### src/rtl/ved_pkg.sv
// Shared types, constants and codes for the voice endpoint detector.
package ved_pkg;

	// Input command codes.
	localparam logic [1:0] CMD_SAMPLE = 2'd0;
	localparam logic [1:0] CMD_TICK   = 2'd1;
	localparam logic [1:0] CMD_START  = 2'd2;

	// Session phase codes.
	localparam logic [1:0] PHASE_IDLE     = 2'd0;
	localparam logic [1:0] PHASE_LISTEN   = 2'd1;
	localparam logic [1:0] PHASE_FINISHED = 2'd2;

	// Outcome codes.
	localparam logic [2:0] OUT_NONE      = 3'd0;
	localparam logic [2:0] OUT_SILENCE   = 3'd1;
	localparam logic [2:0] OUT_CAP       = 3'd2;
	localparam logic [2:0] OUT_SHORT     = 3'd3;
	localparam logic [2:0] OUT_NO_SPEECH = 3'd4;

	// Configuration register indexes.
	localparam logic [2:0] REG_VOICE_THRESHOLD = 3'd0;
	localparam logic [2:0] REG_NO_SPEECH_MS    = 3'd1;
	localparam logic [2:0] REG_SILENCE_END_MS  = 3'd2;
	localparam logic [2:0] REG_MAX_UTTER_MS    = 3'd3;
	localparam logic [2:0] REG_MIN_UPLOAD      = 3'd4;

	// Field widths.
	localparam int CFG_IDX_W  = 3;
	localparam int CFG_DATA_W = 20;
	localparam int THRESH_W   = 15;
	localparam int TIMER_W    = 20;
	localparam int SILENCE_W  = 16;
	localparam int MINB_W     = 16;
	localparam int BYTES_W    = 24;
	localparam int ENERGY_W   = 39;
	localparam int SAMPLE_W   = 16;

	// Shared multiplier operand and product widths.
	localparam int MUL_A_W = 2 * THRESH_W;
	localparam int MUL_B_W = 16;
	localparam int MUL_P_W = MUL_A_W + MUL_B_W;

	// Saturation limits.
	localparam logic [TIMER_W-1:0]  TIMER_MAX = {TIMER_W{1'b1}};
	localparam logic [BYTES_W-1:0]  BYTES_MAX = {BYTES_W{1'b1}};
	localparam logic [ENERGY_W-1:0] ENERGY_MAX = {ENERGY_W{1'b1}};

	// Default frame length limit in samples.
	localparam int FRAME_SAMPLES_MAX_DEF = 256;

	// Register reset values.
	localparam logic [THRESH_W-1:0]  RST_THRESHOLD  = 15'd350;
	localparam logic [TIMER_W-1:0]   RST_NO_SPEECH  = 20'd10000;
	localparam logic [SILENCE_W-1:0] RST_SILENCE    = 16'd550;
	localparam logic [TIMER_W-1:0]   RST_MAX_UTTER  = 20'd60000;
	localparam logic [MINB_W-1:0]    RST_MIN_UPLOAD = 16'd1600;

	// Input transaction payload.
	typedef struct packed {
		logic [1:0]                 command;
		logic signed [SAMPLE_W-1:0] sample;
		logic                       frame_end;
	} in_item_t;

	// Output transaction payload.
	typedef struct packed {
		logic [1:0]         phase;
		logic               voice_seen;
		logic               frame_voiced;
		logic               upload_start;
		logic [2:0]         outcome;
		logic [BYTES_W-1:0] byte_count;
	} out_item_t;

	// Configuration register set.
	typedef struct packed {
		logic [THRESH_W-1:0]  voice_threshold;
		logic [TIMER_W-1:0]   no_speech_timeout_ms;
		logic [SILENCE_W-1:0] silence_end_ms;
		logic [TIMER_W-1:0]   max_utterance_ms;
		logic [MINB_W-1:0]    min_upload_bytes;
	} cfg_t;

endpackage

### src/rtl/ved_mul.sv
// Shared registered multiplier used for sample squares and the threshold product.
module ved_mul (
	input  logic                         clk,
	input  logic [ved_pkg::MUL_A_W-1:0] a,
	input  logic [ved_pkg::MUL_B_W-1:0] b,
	output logic [ved_pkg::MUL_P_W-1:0] p_q
);

	// The product is registered, so it appears in the cycle after the operands.
	always_ff @(posedge clk) begin
		p_q <= ved_pkg::MUL_P_W'(a) * ved_pkg::MUL_P_W'(b);
	end

endmodule

### src/rtl/ved_core.sv
// Sequencer, session state and output register of the voice endpoint detector.
module ved_core #(
	parameter int FRAME_SAMPLES_MAX = ved_pkg::FRAME_SAMPLES_MAX_DEF
) (
	input  logic                clk,
	input  logic                arst_n,
	input  ved_pkg::cfg_t       cfg,
	input  logic                in_valid,
	output logic                in_stall,
	input  ved_pkg::in_item_t   in_data,
	output logic                out_valid,
	input  logic                out_stall,
	output ved_pkg::out_item_t  out_data
);

	localparam int CW = $clog2(FRAME_SAMPLES_MAX + 1);

	// Sequencer states.
	localparam logic [2:0] ST_IDLE = 3'd0;
	localparam logic [2:0] ST_ACC  = 3'd1;
	localparam logic [2:0] ST_T2   = 3'd2;
	localparam logic [2:0] ST_CMP  = 3'd3;
	localparam logic [2:0] ST_TICK = 3'd4;
	localparam logic [2:0] ST_OUT  = 3'd5;

	logic [2:0]                    state_q;
	logic                          frame_end_q;
	logic [1:0]                    phase_q;
	logic                          voice_q;
	logic                          upload_q;
	logic [ved_pkg::TIMER_W-1:0]   session_q;
	logic [ved_pkg::TIMER_W-1:0]   quiet_q;
	logic [ved_pkg::BYTES_W-1:0]   bytes_q;
	logic [ved_pkg::ENERGY_W-1:0]  energy_q;
	logic [CW-1:0]                 count_q;
	logic                          voiced_q;
	logic                          pulse_q;
	logic [2:0]                    outcome_q;
	logic                          out_valid_q;
	ved_pkg::out_item_t            out_q;

	logic                          accept;
	logic [ved_pkg::SAMPLE_W-1:0]  raw;
	logic [ved_pkg::SAMPLE_W-1:0]  mag;
	logic [ved_pkg::MUL_A_W-1:0]   mul_a;
	logic [ved_pkg::MUL_B_W-1:0]   mul_b;
	logic [ved_pkg::MUL_P_W-1:0]   prod;
	logic [ved_pkg::ENERGY_W:0]    energy_add;
	logic [CW-1:0]                 count_n;
	logic [ved_pkg::TIMER_W-1:0]   session_n;
	logic [ved_pkg::TIMER_W-1:0]   quiet_n;
	logic                          voice_n;
	logic                          enough;
	logic                          out_load;

	assign accept   = in_valid && !in_stall;
	assign in_stall = (state_q != ST_IDLE);
	assign out_valid = out_valid_q;
	assign out_data  = out_q;

	// Sample magnitude; the most negative sample maps to 32768.
	assign raw = in_data.sample;
	assign mag = raw[ved_pkg::SAMPLE_W-1] ? ved_pkg::SAMPLE_W'(~raw + 1'b1) : raw;

	// Operand selection for the shared multiplier.
	always_comb begin
		unique case (state_q)
			ST_IDLE: begin
				mul_a = ved_pkg::MUL_A_W'(mag);
				mul_b = ved_pkg::MUL_B_W'(mag);
			end
			ST_ACC: begin
				mul_a = ved_pkg::MUL_A_W'(cfg.voice_threshold);
				mul_b = ved_pkg::MUL_B_W'(cfg.voice_threshold);
			end
			ST_T2: begin
				mul_a = prod[ved_pkg::MUL_A_W-1:0];
				mul_b = ved_pkg::MUL_B_W'(count_q);
			end
			default: begin
				mul_a = '0;
				mul_b = '0;
			end
		endcase
	end

	ved_mul u_mul (
		.clk (clk),
		.a   (mul_a),
		.b   (mul_b),
		.p_q (prod)
	);

	// Datapath helpers for accumulation and timer aging.
	assign energy_add = {1'b0, energy_q} + (ved_pkg::ENERGY_W + 1)'(prod[31:0]);
	assign count_n    = count_q + CW'(1);
	assign session_n  = (session_q == ved_pkg::TIMER_MAX) ? session_q : session_q + 1'b1;
	assign quiet_n    = (quiet_q == ved_pkg::TIMER_MAX) ? quiet_q : quiet_q + 1'b1;
	assign voice_n    = voice_q || (ved_pkg::MUL_P_W'(energy_q) > prod);
	assign enough     = (bytes_q >= ved_pkg::BYTES_W'(cfg.min_upload_bytes));
	assign out_load   = (state_q == ST_OUT) && (!out_valid_q || !out_stall);

	// Sequencer and session state.
	always_ff @(posedge clk or negedge arst_n) begin
		if (!arst_n) begin
			state_q     <= ST_IDLE;
			frame_end_q <= 1'b0;
			phase_q     <= ved_pkg::PHASE_IDLE;
			voice_q     <= 1'b0;
			upload_q    <= 1'b0;
			session_q   <= '0;
			quiet_q     <= '0;
			bytes_q     <= '0;
			energy_q    <= '0;
			count_q     <= '0;
			voiced_q    <= 1'b0;
			pulse_q     <= 1'b0;
			outcome_q   <= ved_pkg::OUT_NONE;
		end else begin
			unique case (state_q)
				ST_IDLE: begin
					if (accept) begin
						voiced_q    <= 1'b0;
						pulse_q     <= 1'b0;
						outcome_q   <= ved_pkg::OUT_NONE;
						frame_end_q <= in_data.frame_end;
						if (in_data.command == ved_pkg::CMD_START) begin
							phase_q   <= ved_pkg::PHASE_LISTEN;
							voice_q   <= 1'b0;
							upload_q  <= 1'b0;
							session_q <= '0;
							quiet_q   <= '0;
							bytes_q   <= '0;
							energy_q  <= '0;
							count_q   <= '0;
							state_q   <= ST_OUT;
						end else if (phase_q == ved_pkg::PHASE_LISTEN &&
						             in_data.command == ved_pkg::CMD_SAMPLE) begin
							state_q <= ST_ACC;
						end else if (phase_q == ved_pkg::PHASE_LISTEN &&
						             in_data.command == ved_pkg::CMD_TICK) begin
							state_q <= ST_TICK;
						end else begin
							state_q <= ST_OUT;
						end
					end
				end
				ST_ACC: begin
					// Square is ready: accumulate, count, and check for a frame end.
					energy_q <= energy_add[ved_pkg::ENERGY_W] ? ved_pkg::ENERGY_MAX :
					            energy_add[ved_pkg::ENERGY_W-1:0];
					count_q  <= count_n;
					bytes_q  <= (bytes_q > ved_pkg::BYTES_MAX - 2'd2) ? ved_pkg::BYTES_MAX :
					            bytes_q + 2'd2;
					if (frame_end_q || count_n >= CW'(FRAME_SAMPLES_MAX)) begin
						state_q <= ST_T2;
					end else begin
						state_q <= ST_OUT;
					end
				end
				ST_T2: begin
					state_q <= ST_CMP;
				end
				ST_CMP: begin
					// Energy against threshold squared times sample count.
					if (ved_pkg::MUL_P_W'(energy_q) > prod) begin
						voiced_q <= 1'b1;
						voice_q  <= 1'b1;
						quiet_q  <= '0;
					end
					energy_q <= '0;
					count_q  <= '0;
					if (voice_n && !upload_q && enough) begin
						upload_q <= 1'b1;
						pulse_q  <= 1'b1;
					end
					state_q <= ST_OUT;
				end
				ST_TICK: begin
					// Age timers, then test silence end, no speech, maximum length.
					session_q <= session_n;
					quiet_q   <= quiet_n;
					priority if (voice_q &&
					             quiet_n >= ved_pkg::TIMER_W'(cfg.silence_end_ms)) begin
						phase_q   <= ved_pkg::PHASE_FINISHED;
						outcome_q <= enough ? ved_pkg::OUT_SILENCE : ved_pkg::OUT_SHORT;
					end else if (!voice_q && session_n >= cfg.no_speech_timeout_ms) begin
						phase_q   <= ved_pkg::PHASE_FINISHED;
						outcome_q <= ved_pkg::OUT_NO_SPEECH;
					end else if (voice_q && session_n >= cfg.max_utterance_ms) begin
						phase_q   <= ved_pkg::PHASE_FINISHED;
						outcome_q <= enough ? ved_pkg::OUT_CAP : ved_pkg::OUT_SHORT;
					end else begin
						phase_q <= phase_q;
					end
					state_q <= ST_OUT;
				end
				ST_OUT: begin
					if (out_load) begin
						state_q <= ST_IDLE;
					end
				end
				default: begin
					state_q <= ST_IDLE;
				end
			endcase
		end
	end

	// Output register valid flag.
	always_ff @(posedge clk or negedge arst_n) begin
		if (!arst_n) begin
			out_valid_q <= 1'b0;
		end else begin
			if (out_load) begin
				out_valid_q <= 1'b1;
			end else if (!out_stall) begin
				out_valid_q <= 1'b0;
			end
		end
	end

	// Output register payload.
	always_ff @(posedge clk) begin
		if (out_load) begin
			out_q.phase        <= phase_q;
			out_q.voice_seen   <= voice_q;
			out_q.frame_voiced <= voiced_q;
			out_q.upload_start <= pulse_q;
			out_q.outcome      <= outcome_q;
			out_q.byte_count   <= bytes_q;
		end
	end

endmodule

### src/rtl/voice_endpoint_detector.sv
// Top level of the voice endpoint detector: configuration registers and core.
//
// Input channel (in_valid, in_stall, in_data) carries commands: audio sample,
// one millisecond tick, or session start. A transaction completes when
// in_valid is high and in_stall is low. Each input transaction produces one
// output transaction on (out_valid, out_stall, out_data) with the phase,
// voice flag, frame and upload pulses, outcome code and byte count.
// After accept, a start or an ignored command goes straight to the output state,
// a tick through the tick state, and a sample through the accumulate state and,
// if it ends a frame, the T2 and compare states. The sequencer steps one shared
// multiplier, which squares the sample, then forms threshold squared, then scales
// by the frame sample count. One item is in work at a time and in_stall stays high
// until the sequencer returns to idle as its result is loaded, so no new item is
// taken before the last is through. The output register lets the next item be
// accepted while a result waits; if the receiver stalls, the sequencer holds its
// finished result and keeps in_stall high until the output register frees up.
// Configuration writes (cfg_valid, cfg_ready, cfg_index, cfg_data) are always
// taken; unknown indexes are ignored. Reset clears the session to idle and
// loads the default register values.
module voice_endpoint_detector #(
	parameter int FRAME_SAMPLES_MAX = ved_pkg::FRAME_SAMPLES_MAX_DEF
) (
	input  logic                               clk,
	input  logic                               arst_n,
	input  logic                               in_valid,
	output logic                               in_stall,
	input  ved_pkg::in_item_t                  in_data,
	output logic                               out_valid,
	input  logic                               out_stall,
	output ved_pkg::out_item_t                 out_data,
	input  logic                               cfg_valid,
	output logic                               cfg_ready,
	input  logic [ved_pkg::CFG_IDX_W-1:0]     cfg_index,
	input  logic [ved_pkg::CFG_DATA_W-1:0]    cfg_data
);

	ved_pkg::cfg_t cfg_q;

	assign cfg_ready = 1'b1;

	// Configuration registers, each masked to its own width.
	always_ff @(posedge clk or negedge arst_n) begin
		if (!arst_n) begin
			cfg_q.voice_threshold      <= ved_pkg::RST_THRESHOLD;
			cfg_q.no_speech_timeout_ms <= ved_pkg::RST_NO_SPEECH;
			cfg_q.silence_end_ms       <= ved_pkg::RST_SILENCE;
			cfg_q.max_utterance_ms     <= ved_pkg::RST_MAX_UTTER;
			cfg_q.min_upload_bytes     <= ved_pkg::RST_MIN_UPLOAD;
		end else if (cfg_valid && cfg_ready) begin
			unique case (cfg_index)
				ved_pkg::REG_VOICE_THRESHOLD:
					cfg_q.voice_threshold <= cfg_data[ved_pkg::THRESH_W-1:0];
				ved_pkg::REG_NO_SPEECH_MS:
					cfg_q.no_speech_timeout_ms <= cfg_data[ved_pkg::TIMER_W-1:0];
				ved_pkg::REG_SILENCE_END_MS:
					cfg_q.silence_end_ms <= cfg_data[ved_pkg::SILENCE_W-1:0];
				ved_pkg::REG_MAX_UTTER_MS:
					cfg_q.max_utterance_ms <= cfg_data[ved_pkg::TIMER_W-1:0];
				ved_pkg::REG_MIN_UPLOAD:
					cfg_q.min_upload_bytes <= cfg_data[ved_pkg::MINB_W-1:0];
				default: begin
					cfg_q <= cfg_q;
				end
			endcase
		end
	end

	ved_core #(
		.FRAME_SAMPLES_MAX (FRAME_SAMPLES_MAX)
	) u_core (
		.clk       (clk),
		.arst_n    (arst_n),
		.cfg       (cfg_q),
		.in_valid  (in_valid),
		.in_stall  (in_stall),
		.in_data   (in_data),
		.out_valid (out_valid),
		.out_stall (out_stall),
		.out_data  (out_data)
	);

endmodule

### config.mk
export PLATFORM = sky130hd
export DESIGN_NAME = voice_endpoint_detector
export DESIGN_NICKNAME = d
export VERILOG_FILES = /design/src/rtl/ved_pkg.sv /design/src/rtl/ved_mul.sv /design/src/rtl/ved_core.sv /design/src/rtl/voice_endpoint_detector.sv
export SDC_FILE = /design/constraint.sdc
export NUM_CORES = 2
export LEC_CHECK = 0
export ABC_AREA = 1
export BUFFER_PORTS_ARGS = -buffer_cell sky130_fd_sc_hd__buf_4
export CORE_ASPECT_RATIO = 1.5
export CORE_MARGIN = 3
export CORE_UTILIZATION = 60
export DETAILED_ROUTE_END_ITERATION = 8
export PLACE_DENSITY = 0.77
export SYNTH_ARGS = -nofsm -noshare
export SYNTH_HDL_FRONTEND = slang
export SYNTH_SLANG_ARGS = --single-unit
### constraint.sdc
create_clock -name clk -period 7.2 [get_ports clk]
set_clock_uncertainty 0.1 [all_clocks]
set_input_delay 0.72 -clock clk [delete_from_list [all_inputs] [get_ports clk]]
set_output_delay 0.72 -clock clk [all_outputs]
set_load 0.02 [all_outputs]
==> summary.md <==
| Metric | Value |
|---|---|
| Tmin final | `roughly 7.0 ns` |
| Vias | `29100` |
| Slew Limit Fails | `0` |
| Worst slew margin | `between 20% and 30%` |
| Initial antenna violation count | `0` |
| Die X | `between 150 and 200 um` |
| Largest stage delay on the critical path | `approximately 0.58 ns` |
| Drt total wl | `between 90000 and 100000 um` |
| Drt first pass iters | `8` |
| Final hold violation count | `0` |
| #FFs+latches synth | `between 200 and 300` |
| Crit. End Element | `flop` |
| Clock slew at reported path FFs | `approximately 0.070 ns` |
| Htree depth | `1` |
| Sequential area share after synthesis | `approximately 22%` |
| Commonest non-fill, non-tap cell in the layout | `nand2_1` |
| Cell mode on critical path | `inv_1` |
| Initial Utilization | `61.1%` |
| Largest net degree at the start of global routing | `~150` |
| Yosys warns | `0` |
| CTS Buffer Depth | `3` |
| Synth cell types | `around 60` |
| Highest Clock Rate | `around 140 MHz` |
| Worst skew pair latency | `0.62 ns` |
| Worst slew pin tran | `1.16 ns` |
| Main synth FF type | `dfrtp_1` |
| Fill cell count | `roughly 4500` |
| Drt wl/cell | `18.3 um` |
| Number of max-cap violations | `0` |
| Area growth syn-to-layout | `16.4%` |
| Post-synth EDFFs | `32` |
| Final worst setup slack | `between 0.2 and 0.25 ns` |
| Final period util | `96.9%` |
| DR iter-0 viols | `between 2000 and 2500` |
| Share of cells above drive strength 1 | `a little over an eighth` |
| CTS Sinks | `between 200 and 300` |
| RD Place Congestion | `between 1 and 1.5` |
| CTS tree | `done` |
| Core ar. | `54100 sq um` |
| Place WS | `-0.493 ns` |
| CP Max Fanout | `7` |
| Total CTS buffers | `30` |
| R2R setup slack | `about 0.22 ns` |
| First-pass GRT wire length | `between 150000 and 200000 um` |
| DRC | `0` |
| Buf+Inv Stages, Crit Path | `11` |
| Synth Cell Area | `about 33000 sq um` |
| Cell with the largest stage delay on the worst path | `fa_1` |
| Die height | `between 200 and 300 um` |
| Avg Synthesized Cell Area | `around 8 sq um` |
| DRT antenna net count | `0` |
| RSZ-0062 raised after global routing | `true` |
| DP HPWL | `81000 um` |
| # nets final | `5376` |
| Commonest non-fill, non-tap cells in the layout | `nand2_1, inv_1, fa_1, buf_4, nor2_1` |
| DIE AREA | `roughly 58000 sq um` |
| Final setup vio count | `0` |
| Hold path startpoint | `out_stall` |
| Standard-cell rows | `approximately 100` |
| Cells after Synth | `roughly 4200` |
| CTS root buffer | `clkbuf_16` |
| Hold Crit Class | `in -> reg` |
| GRT Total Usage | `between 30% and 40%` |
| Setup CP Type | `in -> reg` |
| IO Port Bufs | `80` |
| Worst Path Arrival | `about 7.4 ns` |
| Vias in the first global route | `between 30000 and 40000` |
| IO Pins | `82` |
| Top Family by Delay on Critical Path | `adder cells` |
| Diodes inserted | `0` |
| Worst setup startpoint | `in_data[1]` |
| Vias per cell | `roughly 5.4` |
| Asr flop ratio synth | `73.2%` |
| Required time of the critical path | `around 7.7 ns` |
| Setup crit start kind | `primary input` |
| Reg-to-reg startpoint | `u_core.state_q[0]` |
| Status | `completed` |
| Total grt overflow | `0` |
-- flip-flops by register name (all words and copies together), names as in the netlist --
| register | cells |
|---|---|
| cfg_q | 87 |
| u_core.u_mul.p_q | 46 |
| u_core.energy_q | 39 |
| u_core.out_data | 32 |
| u_core.bytes_q | 24 |
| u_core.quiet_q | 20 |
| u_core.session_q | 20 |
| u_core.count_q | 9 |
| u_core.outcome_q | 3 |
| u_core.state_q | 3 |
| u_core.phase_q | 2 |
| u_core.frame_end_q | 1 |
| u_core.out_valid | 1 |
| u_core.pulse_q | 1 |
| u_core.upload_q | 1 |
| u_core.voice_q | 1 |
| u_core.voiced_q | 1 |
-- metal layers --
metal / vias up / share of wire, % / track usage [%]
met1: 14000 / 34 / 36.9
met2: 985 / 51 / 62.7
met5: - / 0 / 0
met4: 0 / 9.8 / 25.9
li1: 13800 / - / -
met3: 412 / 4.7 / 3.05
-- worst min-delay path, stage by stage --
cell	delay, ns
buf_4	0.08
nand2_1	0.05
nand2_1	0.06
-- cell families (layout without fill, tap and decap cells) --
family                     count (synthesis)  in the layout  synth area share [%]
DFF                                      291            291                  21.9
adders and majority gates                657            657                  33.7
buffers and inverters                   1035           1379                  12.0
other                                      2            109                0.0227
and+or+nand+nor                         1577           1577                  20.0
xor gates and xnor gates                 106            106                  2.81
AOI/OAI and AO/OA                        576            577                  9.55
-- layout make-up --
type	instances	area (sq um)	share of cell area (%)
Multi-Input combinational cell	3026	22700	59.0
Sequential cell	291	7250	18.8
Inverter	949	3570	9.28
Timing Repair Buffer	374	3040	7.89
Tap cell	689	862	2.24
Clock buffer	31	754	1.96
Clock inverter	25	302	0.783
-- Yosys cell counts (8+ instances only) --
| library cell | n | area share, % |
|---|---|---|
| xor2_1 | 80 | 2.1 |
| o21bai_1 | 16 | 0.36 |
| nand3_1 | 144 | 2.2 |
| ha_1 | 266 | 10 |
| dfstp_2 | 25 | 2.0 |
| buf_2 | 35 | 0.53 |
| edfxtp_1 | 32 | 2.9 |
| nand4_1 | 37 | 0.70 |
| nor2_4 | 12 | 0.41 |
| a31oi_1 | 13 | 0.25 |
| a21o_1 | 10 | 0.23 |
| nor3_1 | 41 | 0.62 |
| clkbuf_1 | 39 | 0.44 |
| inv_2 | 18 | 0.20 |
| o21ai_0 | 291 | 4.4 |
| nor4_1 | 12 | 0.23 |
| fa_1 | 391 | 24 |
| dfxtp_1 | 46 | 2.8 |
| a21oi_1 | 186 | 2.8 |
| nor2_1 | 332 | 3.8 |
| nand2_1 | 944 | 11 |
| nor3_2 | 8 | 0.24 |
| o21ai_1 | 10 | 0.15 |
| inv_1 | 926 | 11 |
| xnor2_1 | 26 | 0.69 |
| dfrtp_1 | 188 | 14 |
-- worst paths after layout --
check	endpoint	cells past startpoint
min reg2reg	u_core.out_data[28]	0
min in group asynchronous	cfg_q[71]	2
max in group asynchronous	u_core.state_q[2]	3
max reg2reg	u_core.u_mul.p_q[28]	31
min	u_core.out_valid	3
max	u_core.u_mul.p_q[37]	32
-- per-stage QoR --
| step | utilization [%] | hold WS [ns] | setup TNS, ns | instance area (sq um) | cells |
|---|---|---|---|---|---|
| 2_1_floorplan | - | 0.323 | 0 | 33500 | 4351 |
| 3_3_place_gp | 68.1 | 0.332 | -7.20 | 36900 | 5316 |
| 3_5_place_dp | 68.1 | 0.330 | -8.32 | 36900 | 5316 |
| 4_1_cts | 70.1 | 0.219 | 0 | 37900 | 5373 |
| 5_1_grt | 71.1 | 0.229 | -0.256 | 38500 | 5385 |
| 6_report | 71.1 | 0.234 | 0 | 38500 | 5385 |
-- timing repair --
action	in CTS	in global routing
buffers inserted	0	10
cloned	0	2
pin swaps	0	29
gates resized for setup	3	117
setup endpoints to repair	2	20
hold endpoints to repair	43	0
hold buffers	1	0
Power is left out: the tool's default activity adds up to more than one toggle a clock period on the data nets, which glitch-free logic cannot reach.
